`src/rtl/core/swstat_pkg.sv`:
```
`timescale 1ns / 1ps

package swstat_pkg;

  localparam int unsigned MAX_SAMPLES_DEF = 64;
  localparam int unsigned SAMPLE_BITS_DEF = 24;
  localparam int unsigned MIN_RUN         = 2;
  localparam int unsigned STAT_W          = 3;

  typedef enum logic [STAT_W-1:0] {
    STAT_MIN    = 3'd0,
    STAT_MAX    = 3'd1,
    STAT_MEDIAN = 3'd2,
    STAT_MEAN   = 3'd3,
    STAT_RANGE  = 3'd4,
    STAT_MODE   = 3'd5
  } statistic_e;

  localparam statistic_e STAT_RESET = STAT_MEDIAN;

endpackage

```
`src/rtl/core/swstat_in_if.sv`:
```
`timescale 1ns / 1ps

interface swstat_in_if #(
  parameter int unsigned SAMPLE_BITS = swstat_pkg::SAMPLE_BITS_DEF
);
  logic                          valid;
  logic                          ready;
  logic signed [SAMPLE_BITS-1:0] sample;
  logic                          last;

  modport source (output valid, sample, last, input ready);
  modport sink   (input valid, sample, last, output ready);
endinterface

```
`src/rtl/core/swstat_out_if.sv`:
```
`timescale 1ns / 1ps

interface swstat_out_if #(
  parameter int unsigned SAMPLE_BITS = swstat_pkg::SAMPLE_BITS_DEF
);
  logic                        valid;
  logic                        ready;
  logic signed [SAMPLE_BITS:0] value;
  logic                        overflow;

  modport source (output valid, value, overflow, input ready);
  modport sink   (input valid, value, overflow, output ready);
endinterface

```
`src/rtl/core/sorted_window_statistic.sv`:
```
`timescale 1ns / 1ps
// A word without last is taken back to back; in ready stays high.
// A last word yields its result through S_OUT (min, max, range, mode with a run),
// through S_READ then S_OUT (median, one registered memory read) or through S_DIV
// then S_OUT (mean, or mode with no run: one quotient bit per cycle in S_DIV).
// in ready is low from a last word until its result is in the output register.
// Reset (async, active low) clears window state, selects median, empties the output.
module sorted_window_statistic #(
  parameter int unsigned MAX_SAMPLES = swstat_pkg::MAX_SAMPLES_DEF,
  parameter int unsigned SAMPLE_BITS = swstat_pkg::SAMPLE_BITS_DEF
) (
  input  logic                               clk_i,
  input  logic                               rst_ni,
  input  logic                               statistic_we_i,
  input  logic [swstat_pkg::STAT_W-1:0]      statistic_i,
  swstat_in_if.sink                          in_i,
  swstat_out_if.source                       out_o
);

  // Widths: count holds 0..MAX_SAMPLES, sum holds MAX_SAMPLES full-scale samples.
  localparam int unsigned CNT_W  = $clog2(MAX_SAMPLES + 1);
  localparam int unsigned IDX_W  = $clog2(MAX_SAMPLES);
  localparam int unsigned SUM_W  = SAMPLE_BITS + $clog2(MAX_SAMPLES);
  localparam int unsigned VAL_W  = SAMPLE_BITS + 1;
  localparam int unsigned STEP_W = $clog2(SUM_W);
  localparam int unsigned EXT_W  = SUM_W - SAMPLE_BITS;

  typedef enum logic [1:0] {
    S_IDLE,
    S_DIV,
    S_READ,
    S_OUT
  } state_e;

  // Where the final value comes from once the window closes.
  typedef enum logic [1:0] {
    SRC_DIRECT,
    SRC_DIV,
    SRC_MEM
  } src_e;

  state_e                   state_q;
  src_e                     src_q;
  logic [swstat_pkg::STAT_W-1:0] stat_q;

  // Window state
  logic [CNT_W-1:0]              count_q;
  logic signed [SUM_W-1:0]       sum_q;
  logic signed [SAMPLE_BITS-1:0] first_q, latest_q, best_q;
  logic [CNT_W-1:0]              run_q, best_len_q;
  logic                          found_q, dropped_q;

  // Result working registers
  logic signed [VAL_W-1:0] res_q;
  logic                    ovf_q;
  logic [IDX_W-1:0]        med_addr_q;
  logic                    div_neg_q;
  logic [SUM_W-1:0]        quo_q;
  logic [CNT_W-1:0]        divisor_q;
  logic [CNT_W-1:0]        rem_q;
  logic [STEP_W-1:0]       step_q;

  // Output register
  logic                    out_valid_q;
  logic signed [VAL_W-1:0] out_value_q;
  logic                    out_ovf_q;

  // Sample store, registered read
  logic signed [SAMPLE_BITS-1:0] mem [MAX_SAMPLES];
  logic signed [SAMPLE_BITS-1:0] rd_data_q;

  logic                          accept;
  logic                          keep;
  logic signed [SAMPLE_BITS-1:0] s;
  logic [CNT_W-1:0]              run_d, count_d, best_len_d;
  logic signed [SUM_W-1:0]       sum_d;
  logic signed [SAMPLE_BITS-1:0] first_d, latest_d, best_d;
  logic                          found_d, new_best;
  logic [SUM_W-1:0]              abs_sum;
  logic signed [VAL_W-1:0]       first_x, latest_x, best_x, direct_val;
  src_e                          src_d;

  logic [CNT_W:0]          rem_sh;
  logic                    ge;
  logic [CNT_W-1:0]        rem_d;
  logic [VAL_W-1:0]        quo_mag;
  logic signed [VAL_W-1:0] mean_val;
  logic signed [VAL_W-1:0] final_val;
  logic                    load_out;

  assign in_i.ready     = (state_q == S_IDLE);
  assign accept         = in_i.valid && in_i.ready;
  assign s              = in_i.sample;
  assign out_o.valid    = out_valid_q;
  assign out_o.value    = out_value_q;
  assign out_o.overflow = out_ovf_q;

  // Window update for the word at the input; a full window keeps nothing.
  always_comb begin
    keep = (count_q < CNT_W'(MAX_SAMPLES));
    if (count_q == '0) begin
      run_d = CNT_W'(1);
    end else if (s == latest_q) begin
      run_d = run_q + CNT_W'(1);
    end else begin
      run_d = CNT_W'(1);
    end
    new_best = keep && (run_d >= CNT_W'(swstat_pkg::MIN_RUN)) && (run_d > best_len_q);

    count_d    = keep ? count_q + CNT_W'(1) : count_q;
    sum_d      = keep ? sum_q + {{EXT_W{s[SAMPLE_BITS-1]}}, s} : sum_q;
    first_d    = (keep && count_q == '0) ? s : first_q;
    latest_d   = keep ? s : latest_q;
    best_d     = new_best ? s : best_q;
    best_len_d = new_best ? run_d : best_len_q;
    found_d    = found_q || new_best;

    abs_sum  = sum_d[SUM_W-1] ? SUM_W'(-sum_d) : SUM_W'(sum_d);
    first_x  = {first_d[SAMPLE_BITS-1], first_d};
    latest_x = {latest_d[SAMPLE_BITS-1], latest_d};
    best_x   = {best_d[SAMPLE_BITS-1], best_d};

    direct_val = first_x;
    src_d      = SRC_MEM;
    unique case (stat_q)
      swstat_pkg::STAT_MIN: begin
        direct_val = first_x;
        src_d      = SRC_DIRECT;
      end
      swstat_pkg::STAT_MAX: begin
        direct_val = latest_x;
        src_d      = SRC_DIRECT;
      end
      swstat_pkg::STAT_RANGE: begin
        direct_val = latest_x - first_x;
        src_d      = SRC_DIRECT;
      end
      swstat_pkg::STAT_MEAN: begin
        src_d = SRC_DIV;
      end
      swstat_pkg::STAT_MODE: begin
        direct_val = best_x;
        src_d      = found_d ? SRC_DIRECT : SRC_DIV;
      end
      default: begin
        src_d = SRC_MEM;  // median, also for unused selector codes
      end
    endcase
  end

  // Restoring divider step: one quotient bit per cycle, MSB first.
  always_comb begin
    rem_sh = {rem_q, quo_q[SUM_W-1]};
    ge     = (rem_sh >= {1'b0, divisor_q});
    rem_d  = ge ? CNT_W'(rem_sh - {1'b0, divisor_q}) : CNT_W'(rem_sh);
  end

  // Mean truncates toward zero: divide the magnitude, then restore the sign.
  assign quo_mag  = quo_q[VAL_W-1:0];
  assign mean_val = div_neg_q ? -$signed(quo_mag) : $signed(quo_mag);

  always_comb begin
    case (src_q)
      SRC_DIV: final_val = mean_val;
      SRC_MEM: final_val = {rd_data_q[SAMPLE_BITS-1], rd_data_q};
      default: final_val = res_q;
    endcase
  end

  assign load_out = (state_q == S_OUT) && (!out_valid_q || out_o.ready);

  always_ff @(posedge clk_i) begin
    if (accept && keep) begin
      mem[count_q[IDX_W-1:0]] <= s;
    end
    rd_data_q <= mem[med_addr_q];
  end

  always_ff @(posedge clk_i or negedge rst_ni) begin
    if (!rst_ni) begin
      state_q     <= S_IDLE;
      src_q       <= SRC_DIRECT;
      stat_q      <= swstat_pkg::STAT_RESET;
      count_q     <= '0;
      sum_q       <= '0;
      first_q     <= '0;
      latest_q    <= '0;
      best_q      <= '0;
      run_q       <= '0;
      best_len_q  <= '0;
      found_q     <= 1'b0;
      dropped_q   <= 1'b0;
      res_q       <= '0;
      ovf_q       <= 1'b0;
      med_addr_q  <= '0;
      div_neg_q   <= 1'b0;
      quo_q       <= '0;
      divisor_q   <= '0;
      rem_q       <= '0;
      step_q      <= '0;
      out_valid_q <= 1'b0;
      out_value_q <= '0;
      out_ovf_q   <= 1'b0;
    end else begin
      if (statistic_we_i) begin
        stat_q <= statistic_i;
      end

      // a reload in the same cycle keeps the word valid
      if (out_valid_q && out_o.ready && !load_out) begin
        out_valid_q <= 1'b0;
      end

      unique case (state_q)
        S_IDLE: begin
          if (accept) begin
            if (in_i.last) begin
              // Close the window: snapshot what the result needs, then clear.
              res_q      <= direct_val;
              src_q      <= src_d;
              ovf_q      <= dropped_q || !keep;
              med_addr_q <= IDX_W'(count_d >> 1);
              div_neg_q  <= sum_d[SUM_W-1];
              quo_q      <= abs_sum;
              divisor_q  <= count_d;
              rem_q      <= '0;
              step_q     <= STEP_W'(SUM_W - 1);
              count_q    <= '0;
              sum_q      <= '0;
              first_q    <= '0;
              latest_q   <= '0;
              best_q     <= '0;
              run_q      <= '0;
              best_len_q <= '0;
              found_q    <= 1'b0;
              dropped_q  <= 1'b0;
              unique case (src_d)
                SRC_DIV: state_q <= S_DIV;
                SRC_MEM: state_q <= S_READ;
                default: state_q <= S_OUT;
              endcase
            end else begin
              count_q    <= count_d;
              sum_q      <= sum_d;
              first_q    <= first_d;
              latest_q   <= latest_d;
              best_q     <= best_d;
              best_len_q <= best_len_d;
              found_q    <= found_d;
              if (keep) begin
                run_q <= run_d;
              end else begin
                dropped_q <= 1'b1;
              end
            end
          end
        end
        S_DIV: begin
          rem_q  <= rem_d;
          quo_q  <= {quo_q[SUM_W-2:0], ge};
          step_q <= step_q - STEP_W'(1);
          if (step_q == '0) begin
            state_q <= S_OUT;
          end
        end
        S_READ: begin
          state_q <= S_OUT;  // rd_data_q valid from the next cycle
        end
        S_OUT: begin
          if (load_out) begin
            out_valid_q <= 1'b1;
            out_value_q <= final_val;
            out_ovf_q   <= ovf_q;
            state_q     <= S_IDLE;
          end
        end
        default: state_q <= S_IDLE;
      endcase
    end
  end

endmodule

```
`src/flat_wrapper.sv`:
```
// flat-port wrapper written by rule: the top's interface ports become plain ports
module sorted_window_statistic_flat 
#(
  parameter int unsigned MAX_SAMPLES = swstat_pkg::MAX_SAMPLES_DEF,
  parameter int unsigned SAMPLE_BITS = swstat_pkg::SAMPLE_BITS_DEF
)
  (clk_i, rst_ni, statistic_we_i, statistic_i, in_i_valid, in_i_sample, in_i_last, in_i_ready, out_o_valid, out_o_value, out_o_overflow, out_o_ready);
  swstat_in_if #(.SAMPLE_BITS(SAMPLE_BITS)) in_i_i ();
  swstat_out_if #(.SAMPLE_BITS(SAMPLE_BITS)) out_o_i ();
  input  logic clk_i;
  input  logic rst_ni;
  input  logic statistic_we_i;
  input  logic [swstat_pkg::STAT_W-1:0] statistic_i;
  input wire logic [$bits(in_i_i.valid)-1:0] in_i_valid;
  input wire logic [$bits(in_i_i.sample)-1:0] in_i_sample;
  input wire logic [$bits(in_i_i.last)-1:0] in_i_last;
  output wire logic [$bits(in_i_i.ready)-1:0] in_i_ready;
  output wire logic [$bits(out_o_i.valid)-1:0] out_o_valid;
  output wire logic [$bits(out_o_i.value)-1:0] out_o_value;
  output wire logic [$bits(out_o_i.overflow)-1:0] out_o_overflow;
  input wire logic [$bits(out_o_i.ready)-1:0] out_o_ready;
  assign in_i_i.valid = in_i_valid;
  assign in_i_i.sample = in_i_sample;
  assign in_i_i.last = in_i_last;
  assign in_i_ready = in_i_i.ready;
  assign out_o_valid = out_o_i.valid;
  assign out_o_value = out_o_i.value;
  assign out_o_overflow = out_o_i.overflow;
  assign out_o_i.ready = out_o_ready;
  sorted_window_statistic #(.MAX_SAMPLES(MAX_SAMPLES), .SAMPLE_BITS(SAMPLE_BITS)) u_core (.clk_i(clk_i), .rst_ni(rst_ni), .statistic_we_i(statistic_we_i), .statistic_i(statistic_i), .in_i(in_i_i), .out_o(out_o_i));
endmodule
```
`config.mk`:
```
export PLATFORM = sky130hd
export DESIGN_NAME = sorted_window_statistic_flat
export DESIGN_NICKNAME = d
export VERILOG_FILES = /design/src/rtl/core/swstat_pkg.sv /design/src/rtl/core/swstat_in_if.sv /design/src/rtl/core/swstat_out_if.sv /design/src/rtl/core/sorted_window_statistic.sv /design/src/flat_wrapper.sv
export SDC_FILE = /design/constraint.sdc
export NUM_CORES = 2
export LEC_CHECK = 0
export BUFFER_PORTS_ARGS = -buffer_cell sky130_fd_sc_hd__buf_2
export CAP_MARGIN = 20
export CORE_MARGIN = 2
export CORE_UTILIZATION = 40
export DETAILED_ROUTE_END_ITERATION = 7
export GPL_TIMING_DRIVEN = 0
export PLACE_DENSITY = 0.66
export SLEW_MARGIN = 20
export SYNTH_ARGS = -nofsm -noshare
export SYNTH_HDL_FRONTEND = slang
export SYNTH_SLANG_ARGS = --single-unit
```
`constraint.sdc`:
```
create_clock -name clk_i -period 5.4 [get_ports clk_i]
set_clock_uncertainty 0.2 [all_clocks]
set_input_delay 0.27 -clock clk_i [delete_from_list [all_inputs] [get_ports clk_i]]
set_output_delay 0.27 -clock clk_i [all_outputs]
set_load 0.01 [all_outputs]
```
; Yosys cells after proc, flatten, opt, wreduce, memory -nomap -nowiden
; Memories as Yosys holds them, arrays and structs flattened. A register that Yosys moved wholly into a read port is not among the register bits.
; Index checks and enable logic that the tools add are counted.
[word_totals]
reg_bits = 241
ramBits = 1536
output_inout_bits = 28
wordCells = 129
mem_count = 1
[memory_table]
columns = name, words, word_bits, rd, rd_clocked_by_memory_dff, wr, line_no
row1 = u_core.mem, 64, 24, 1, 1, 1, sorted_window_statistic.sv:69  ; logic signed [SAMPLE_BITS-1:0] mem [MAX_SAMPLES];
[op_classes]
addsub = 8
magnitude_cmp = 4
n_eq_ne = 17
n_mux = 46
n_reduce_logical = 30
[op_table]
columns = cell, count
row1 = two-way mux 30 bit, 5
row2 = two-way mux 24 bit, 6
row3 = two-way mux 7 bit, 11
row4 = case mux 25 bit (3 select lines), 1
row5 = case mux 30 bit (2 select lines), 1
row6 = case mux 25 bit (2 select lines), 1
row7 = adder 30 bit, 1
row8 = negator 30 bit, 1
row9 = two-way mux 25 bit, 1
row10 = negator 25 bit, 1
row11 = subtractor 24 x 24 -> 25 bit, 1
row12 = equality test 24 bit, 1
row13 = AND reduction 3 bit, 5
row14 = "adder 7 x 1 -> 7 bit, second input constant", 2
row15 = case mux 7 bit (2 select lines), 1
row16 = two-way mux 5 bit, 2
row17 = case mux 5 bit (2 select lines), 1
row18 = two-way mux 1 bit, 9
row19 = "equality test 2 bit, second input constant", 4
row20 = greater-or-equal comparator 8 x 7 -> 1 bit, 1
row21 = logical AND 1 bit, 8
row22 = two-way mux 2 bit, 4
row23 = case mux 2 bit (4 select lines), 1
row24 = "greater-or-equal comparator 7 x 2 -> 1 bit, second input constant", 1
row25 = other kinds (22), 35

; Longest topological paths before layout
[depth]
ltp_word = 14
mapped_depth = 23
depth_no_buf = 18

; Worst setup path before layout
; Ideal clock, no wire load.
[synth_path]
kind = register -> register
from = reg u_core.count_q[6]
to = reg u_core.res_q[22]
setup_time_ns = 0.099
t_arrival_ns = 4.942
slack_ns = 0.158
stages_incl_launch_ff = 20
path_buffers = 4
synth_period_minus_slack_ns = 5.242
cell_sequence = dfrtp_1 clkbuf_1 clkbuf_1 clkbuf_1 buf_1 mux2i_1 ha_1 inv_1 fa_1 a21o_1 a21o_1 a2111oi_0 nor3_1 or4_1 a31oi_1 o21ai_1 o22ai_1 xnor2_1 a21oi_1 a311oi_1
[synth_via]
elab_chain_len = 7
[synth_rtl]
columns = item, line_no
row1 = start: declaration, sorted_window_statistic.sv:47  ; logic [CNT_W-1:0] count_q;
row2 = start signal: assignment, sorted_window_statistic.sv:243  ; count_q <= count_d;
row3 = branches (longest 6 deep; another with subtractor 24 x 24 -> 25 bit), n/a
row4 = case mux 25 bit (3 select lines) (*), sorted_window_statistic.sv:125  ; unique case (stat_q)
row5 = end signal: assignment, sorted_window_statistic.sv:219  ; res_q <= direct_val;
row6 = end: declaration, sorted_window_statistic.sv:54  ; logic signed [VAL_W-1:0] res_q;
; Every way passes the cells marked *.
; A chain may end at the register's enable or synchronous reset.

; Final worst setup path
[layout_path]
from = reg u_core.count_q[3]
to = reg u_core.res_q[22]
; The elaborated chain is that of the path after synthesis.

==> impl_metrics.tcl <==
set metrics [dict create \
    worst-setup-path-type "reg2reg" \
    r2r_cells 19 \
    clk_latency_ns 0.83 \
    synth-edff-count 1536 \
    drive_above_1_share 0.225 \
    p_leak_nw 28.8 \
    num_vias 42200 \
    tns_ns 0 \
    setup_ws_ns 0.0880 \
    min_period_ns 5.31 \
    rows 158 \
    cts-root-buf "clkbuf_16" \
    coreArea_mm2 0.186 \
    relSlewSlack 0.203 \
    cap_violations 0 \
    p_per_area_mw_per_mm2 484 \
    area_growth_pct 16.8 \
    mostFrequentLayoutCells "1536 x edfxtp_1, 504 x mux4_2, 234 x dfrtp_1, 212 x nand2_1, 194 x clkbuf_1" \
    final.period_utilization 0.984 \
    critPathCapture "u_core.res_q[22]" \
    place_congestion 0.969 \
    rrSetupSlack_ns 0.09 \
    dieArea_mm2 0.191 \
    fin_util 0.471 \
    layout.nets 4649 \
    synth_cell_types 86 \
    wl_mm 211 \
    worstHoldPathType "in2reg" \
    seq_area_frac_synth 0.701 \
    clkSinkCount 1795 \
    drv_slew 0 \
    route.detailed.drc 0 \
    numCtsBuffers 180 \
    syn_inst 4158 \
    top_usage_layer "met2" \
    final_area_mm2 0.0875 \
    regToRegStartpoint "u_core.count_q[3]" \
    ys_seq_elements 1795 \
    total_power_mw 42.3 \
    firstDrtPassIters 6 \
    grt_pass1_vias 41500 \
    arrival_ns 5.84 \
    post_drt_wl_per_cell_um 29.4 \
    rsz0062_at_grt "true" \
    ant_nets 0 \
    clk_pin_slew_ns 0.07 \
    synth_warnings 0 \
    ys.flop_type "edfxtp_1" \
    clockBufferDepth 3 \
    vias_per_cell 5.89 \
    use_met1 0.303 \
    hpwlAfterDp_mm 149 \
    r2r-end "u_core.res_q[22]" \
    ios 61 \
    synth_nets 4273 \
    grt_max_degree 98 \
    worst_setup_path_start_kind "flop" \
    critPathLaunch "u_core.count_q[3]" \
    antenna_found_initial 14 \
    status "completed" \
    ir_worst_vdd_mv 0.352 \
    final_common_cell "edfxtp_1" \
    path_max_fanout 9 \
    overflow 0 \
    cts_tree "done" \
    grtUsageMet2 0.344 \
    worst_ep_required_time_ns 5.93 \
    grt_pass1_wl_mm 301 \
    grt_use_met3 0.0492 \
    async_reset_ff_frac 0.131 \
    worst_pin_slew_ns 1.20 \
    max_freq_mhz 188 \
    hold_violations 0 \
    track_usage 0.219 \
    io_buffers 60 \
    cp-end-kind "flop" \
    die_h_um 437 \
    dpl_cell_area_mm2 0.0810 \
    start_util 0.403 \
    die_w_um 437 \
    avgSynthCellArea_um2 18.0 \
    drt_iter0_drc 5737 \
    synth_area_mm2 0.0749 \
    h-tree-depth 4 \
    preCtsSetupSlack_ns -1.83 \
    finalSetupViolCount 0 \
]
-- metal layers --
metal | vias up | part of all wire
met5 | - | 0.00019
met4 | 6 | 0.036
met3 | 363 | 0.095
met2 | 2092 | 0.47
met1 | 22100 | 0.40
li1 | 17600 | -
-- sequential cells by signal, summed over array words and instances, names as in the netlist, 24 cells and up --
signal,cells
u_core.best_q,24
u_core.first_q,24
u_core.latest_q,24
u_core.mem,1536
u_core.out_o.value,25
u_core.quo_q,30
u_core.rd_data_q,24
u_core.res_q,25
u_core.sum_q,30
-- worst min-delay path by stage --
stage               cells past startpoint  slack, ns                  from                    to
floorplan                               0      -0.23                rst_ni  u_core.best_len_q[0]
detailed placement                      1       0.08                rst_ni      u_core.sum_q[10]
global placement                        2       0.26  u_core.best_len_q[2]  u_core.best_len_q[2]
CTS                                     4       0.05           out_o_ready    u_core.out_o.valid
finish                                  4       0.15           out_o_ready    u_core.out_o.valid
global route                            4       0.12           out_o_ready    u_core.out_o.valid
-- synth_stat cells (5+ instances only) --
library cell / count / share of area
a22o_1: 46 / 0.0054
a21oi_1: 135 / 0.0090
nand2_1: 213 / 0.011
a211oi_1: 14 / 0.0014
o21ai_0: 146 / 0.0098
dfxtp_1: 24 / 0.0064
ha_1: 79 / 0.013
nor2b_1: 17 / 0.0014
buf_1: 44 / 0.0022
o221ai_1: 8 / 0.00094
o21ai_1: 64 / 0.0043
nor2_1: 199 / 0.010
buf_2: 12 / 0.00080
mux2i_1: 80 / 0.011
nand2b_1: 27 / 0.0023
or3_1: 32 / 0.0027
a211o_1: 5 / 0.00058
nand3_1: 36 / 0.0024
edfxtp_1: 1536 / 0.62
o22ai_1: 21 / 0.0018
xor2_1: 37 / 0.0043
xnor2_1: 79 / 0.0092
o21a_1: 12 / 0.0012
a22oi_1: 27 / 0.0027
dfrtp_1: 234 / 0.078
a311o_1: 5 / 0.00067
and2_1: 7 / 0.00058
o22a_1: 6 / 0.00070
inv_1: 71 / 0.0036
clkbuf_1: 171 / 0.0086
mux2_2: 9 / 0.0014
a311oi_1: 9 / 0.0011
a21o_1: 25 / 0.0025
and3_1: 17 / 0.0014
mux4_2: 504 / 0.15
nand4_1: 16 / 0.0013
o31ai_1: 20 / 0.0020
o211ai_1: 12 / 0.0012
mux2_1: 6 / 0.00090
a31oi_1: 15 / 0.0013
nor3_1: 36 / 0.0024
o2111ai_1: 6 / 0.00070
nand3b_1: 8 / 0.00080
nor4_1: 14 / 0.0012
-- power by group --
group / switching, mW / internal (mW) / total (mW)
sequential: 0.667 / 15.8 / 16.5
clock: 5.40 / 6.80 / 12.2
combinational: 8.02 / 5.67 / 13.7
-- cell families after synthesis --
group / Yosys count / synth area share
flops: 1795 / 0.701
xor+xnor: 116 / 0.0136
compound gates: 612 / 0.0516
fa+ha+maj: 83 / 0.0141
simple gates: 649 / 0.0402
mux: 599 / 0.164
buf+inv: 304 / 0.0155
-- critical path, cell delays in order, from the launching register on --
cell and delay, ns:
dfrtp_1 0.40, or3_4 0.38, buf_8 0.17, or4b_4 0.54, buf_6 0.18, mux2_4 0.24
ha_1 0.18, inv_1 0.07, fa_2 0.40, a21o_1 0.18, a21o_1 0.21, a2111oi_4 0.44
nor3_2 0.11, or4_4 0.47, a31oi_4 0.24, o21ai_1 0.12, o22ai_2 0.18, xnor2_1 0.15
a21oi_1 0.08, a311oi_1 0.27
-- stage by stage --
stage | cells | hold WS (ns)
6_report | 7170 | 0.146
5_1_grt | 7165 | 0.122
4_1_cts | 7162 | 0.0472
3_5_place_dp | 6790 | 0.0753
3_3_place_gp | 6698 | 0.261
2_1_floorplan | 4158 | -0.226
-- layout make-up --
class / count / area (um2)
Inverter: 76 / 285
Tap cell: 2480 / 3100
Clock inverter: 105 / 952
Sequential cell: 1795 / 52500
Clock buffer: 228 / 4820
Timing Repair Buffer: 199 / 3000
Multi-Input combinational cell: 2059 / 21900
Antenna cell: 5 / 12.5
Buffer: 223 / 932
Fill cell: 15400 / 98300
-- repair_timing --
action | 4_1_cts | 5_1_grt
hold buffers | 41 | 0
resized for setup | 27 | 25
pin swaps | 2 | 6
setup buffers | 0 | 4
endpoints found under the hold margin | 1811 | 0
setup endpoints to repair | 256 | 51
No activity file was read; power rests on OpenSTA's default activity.
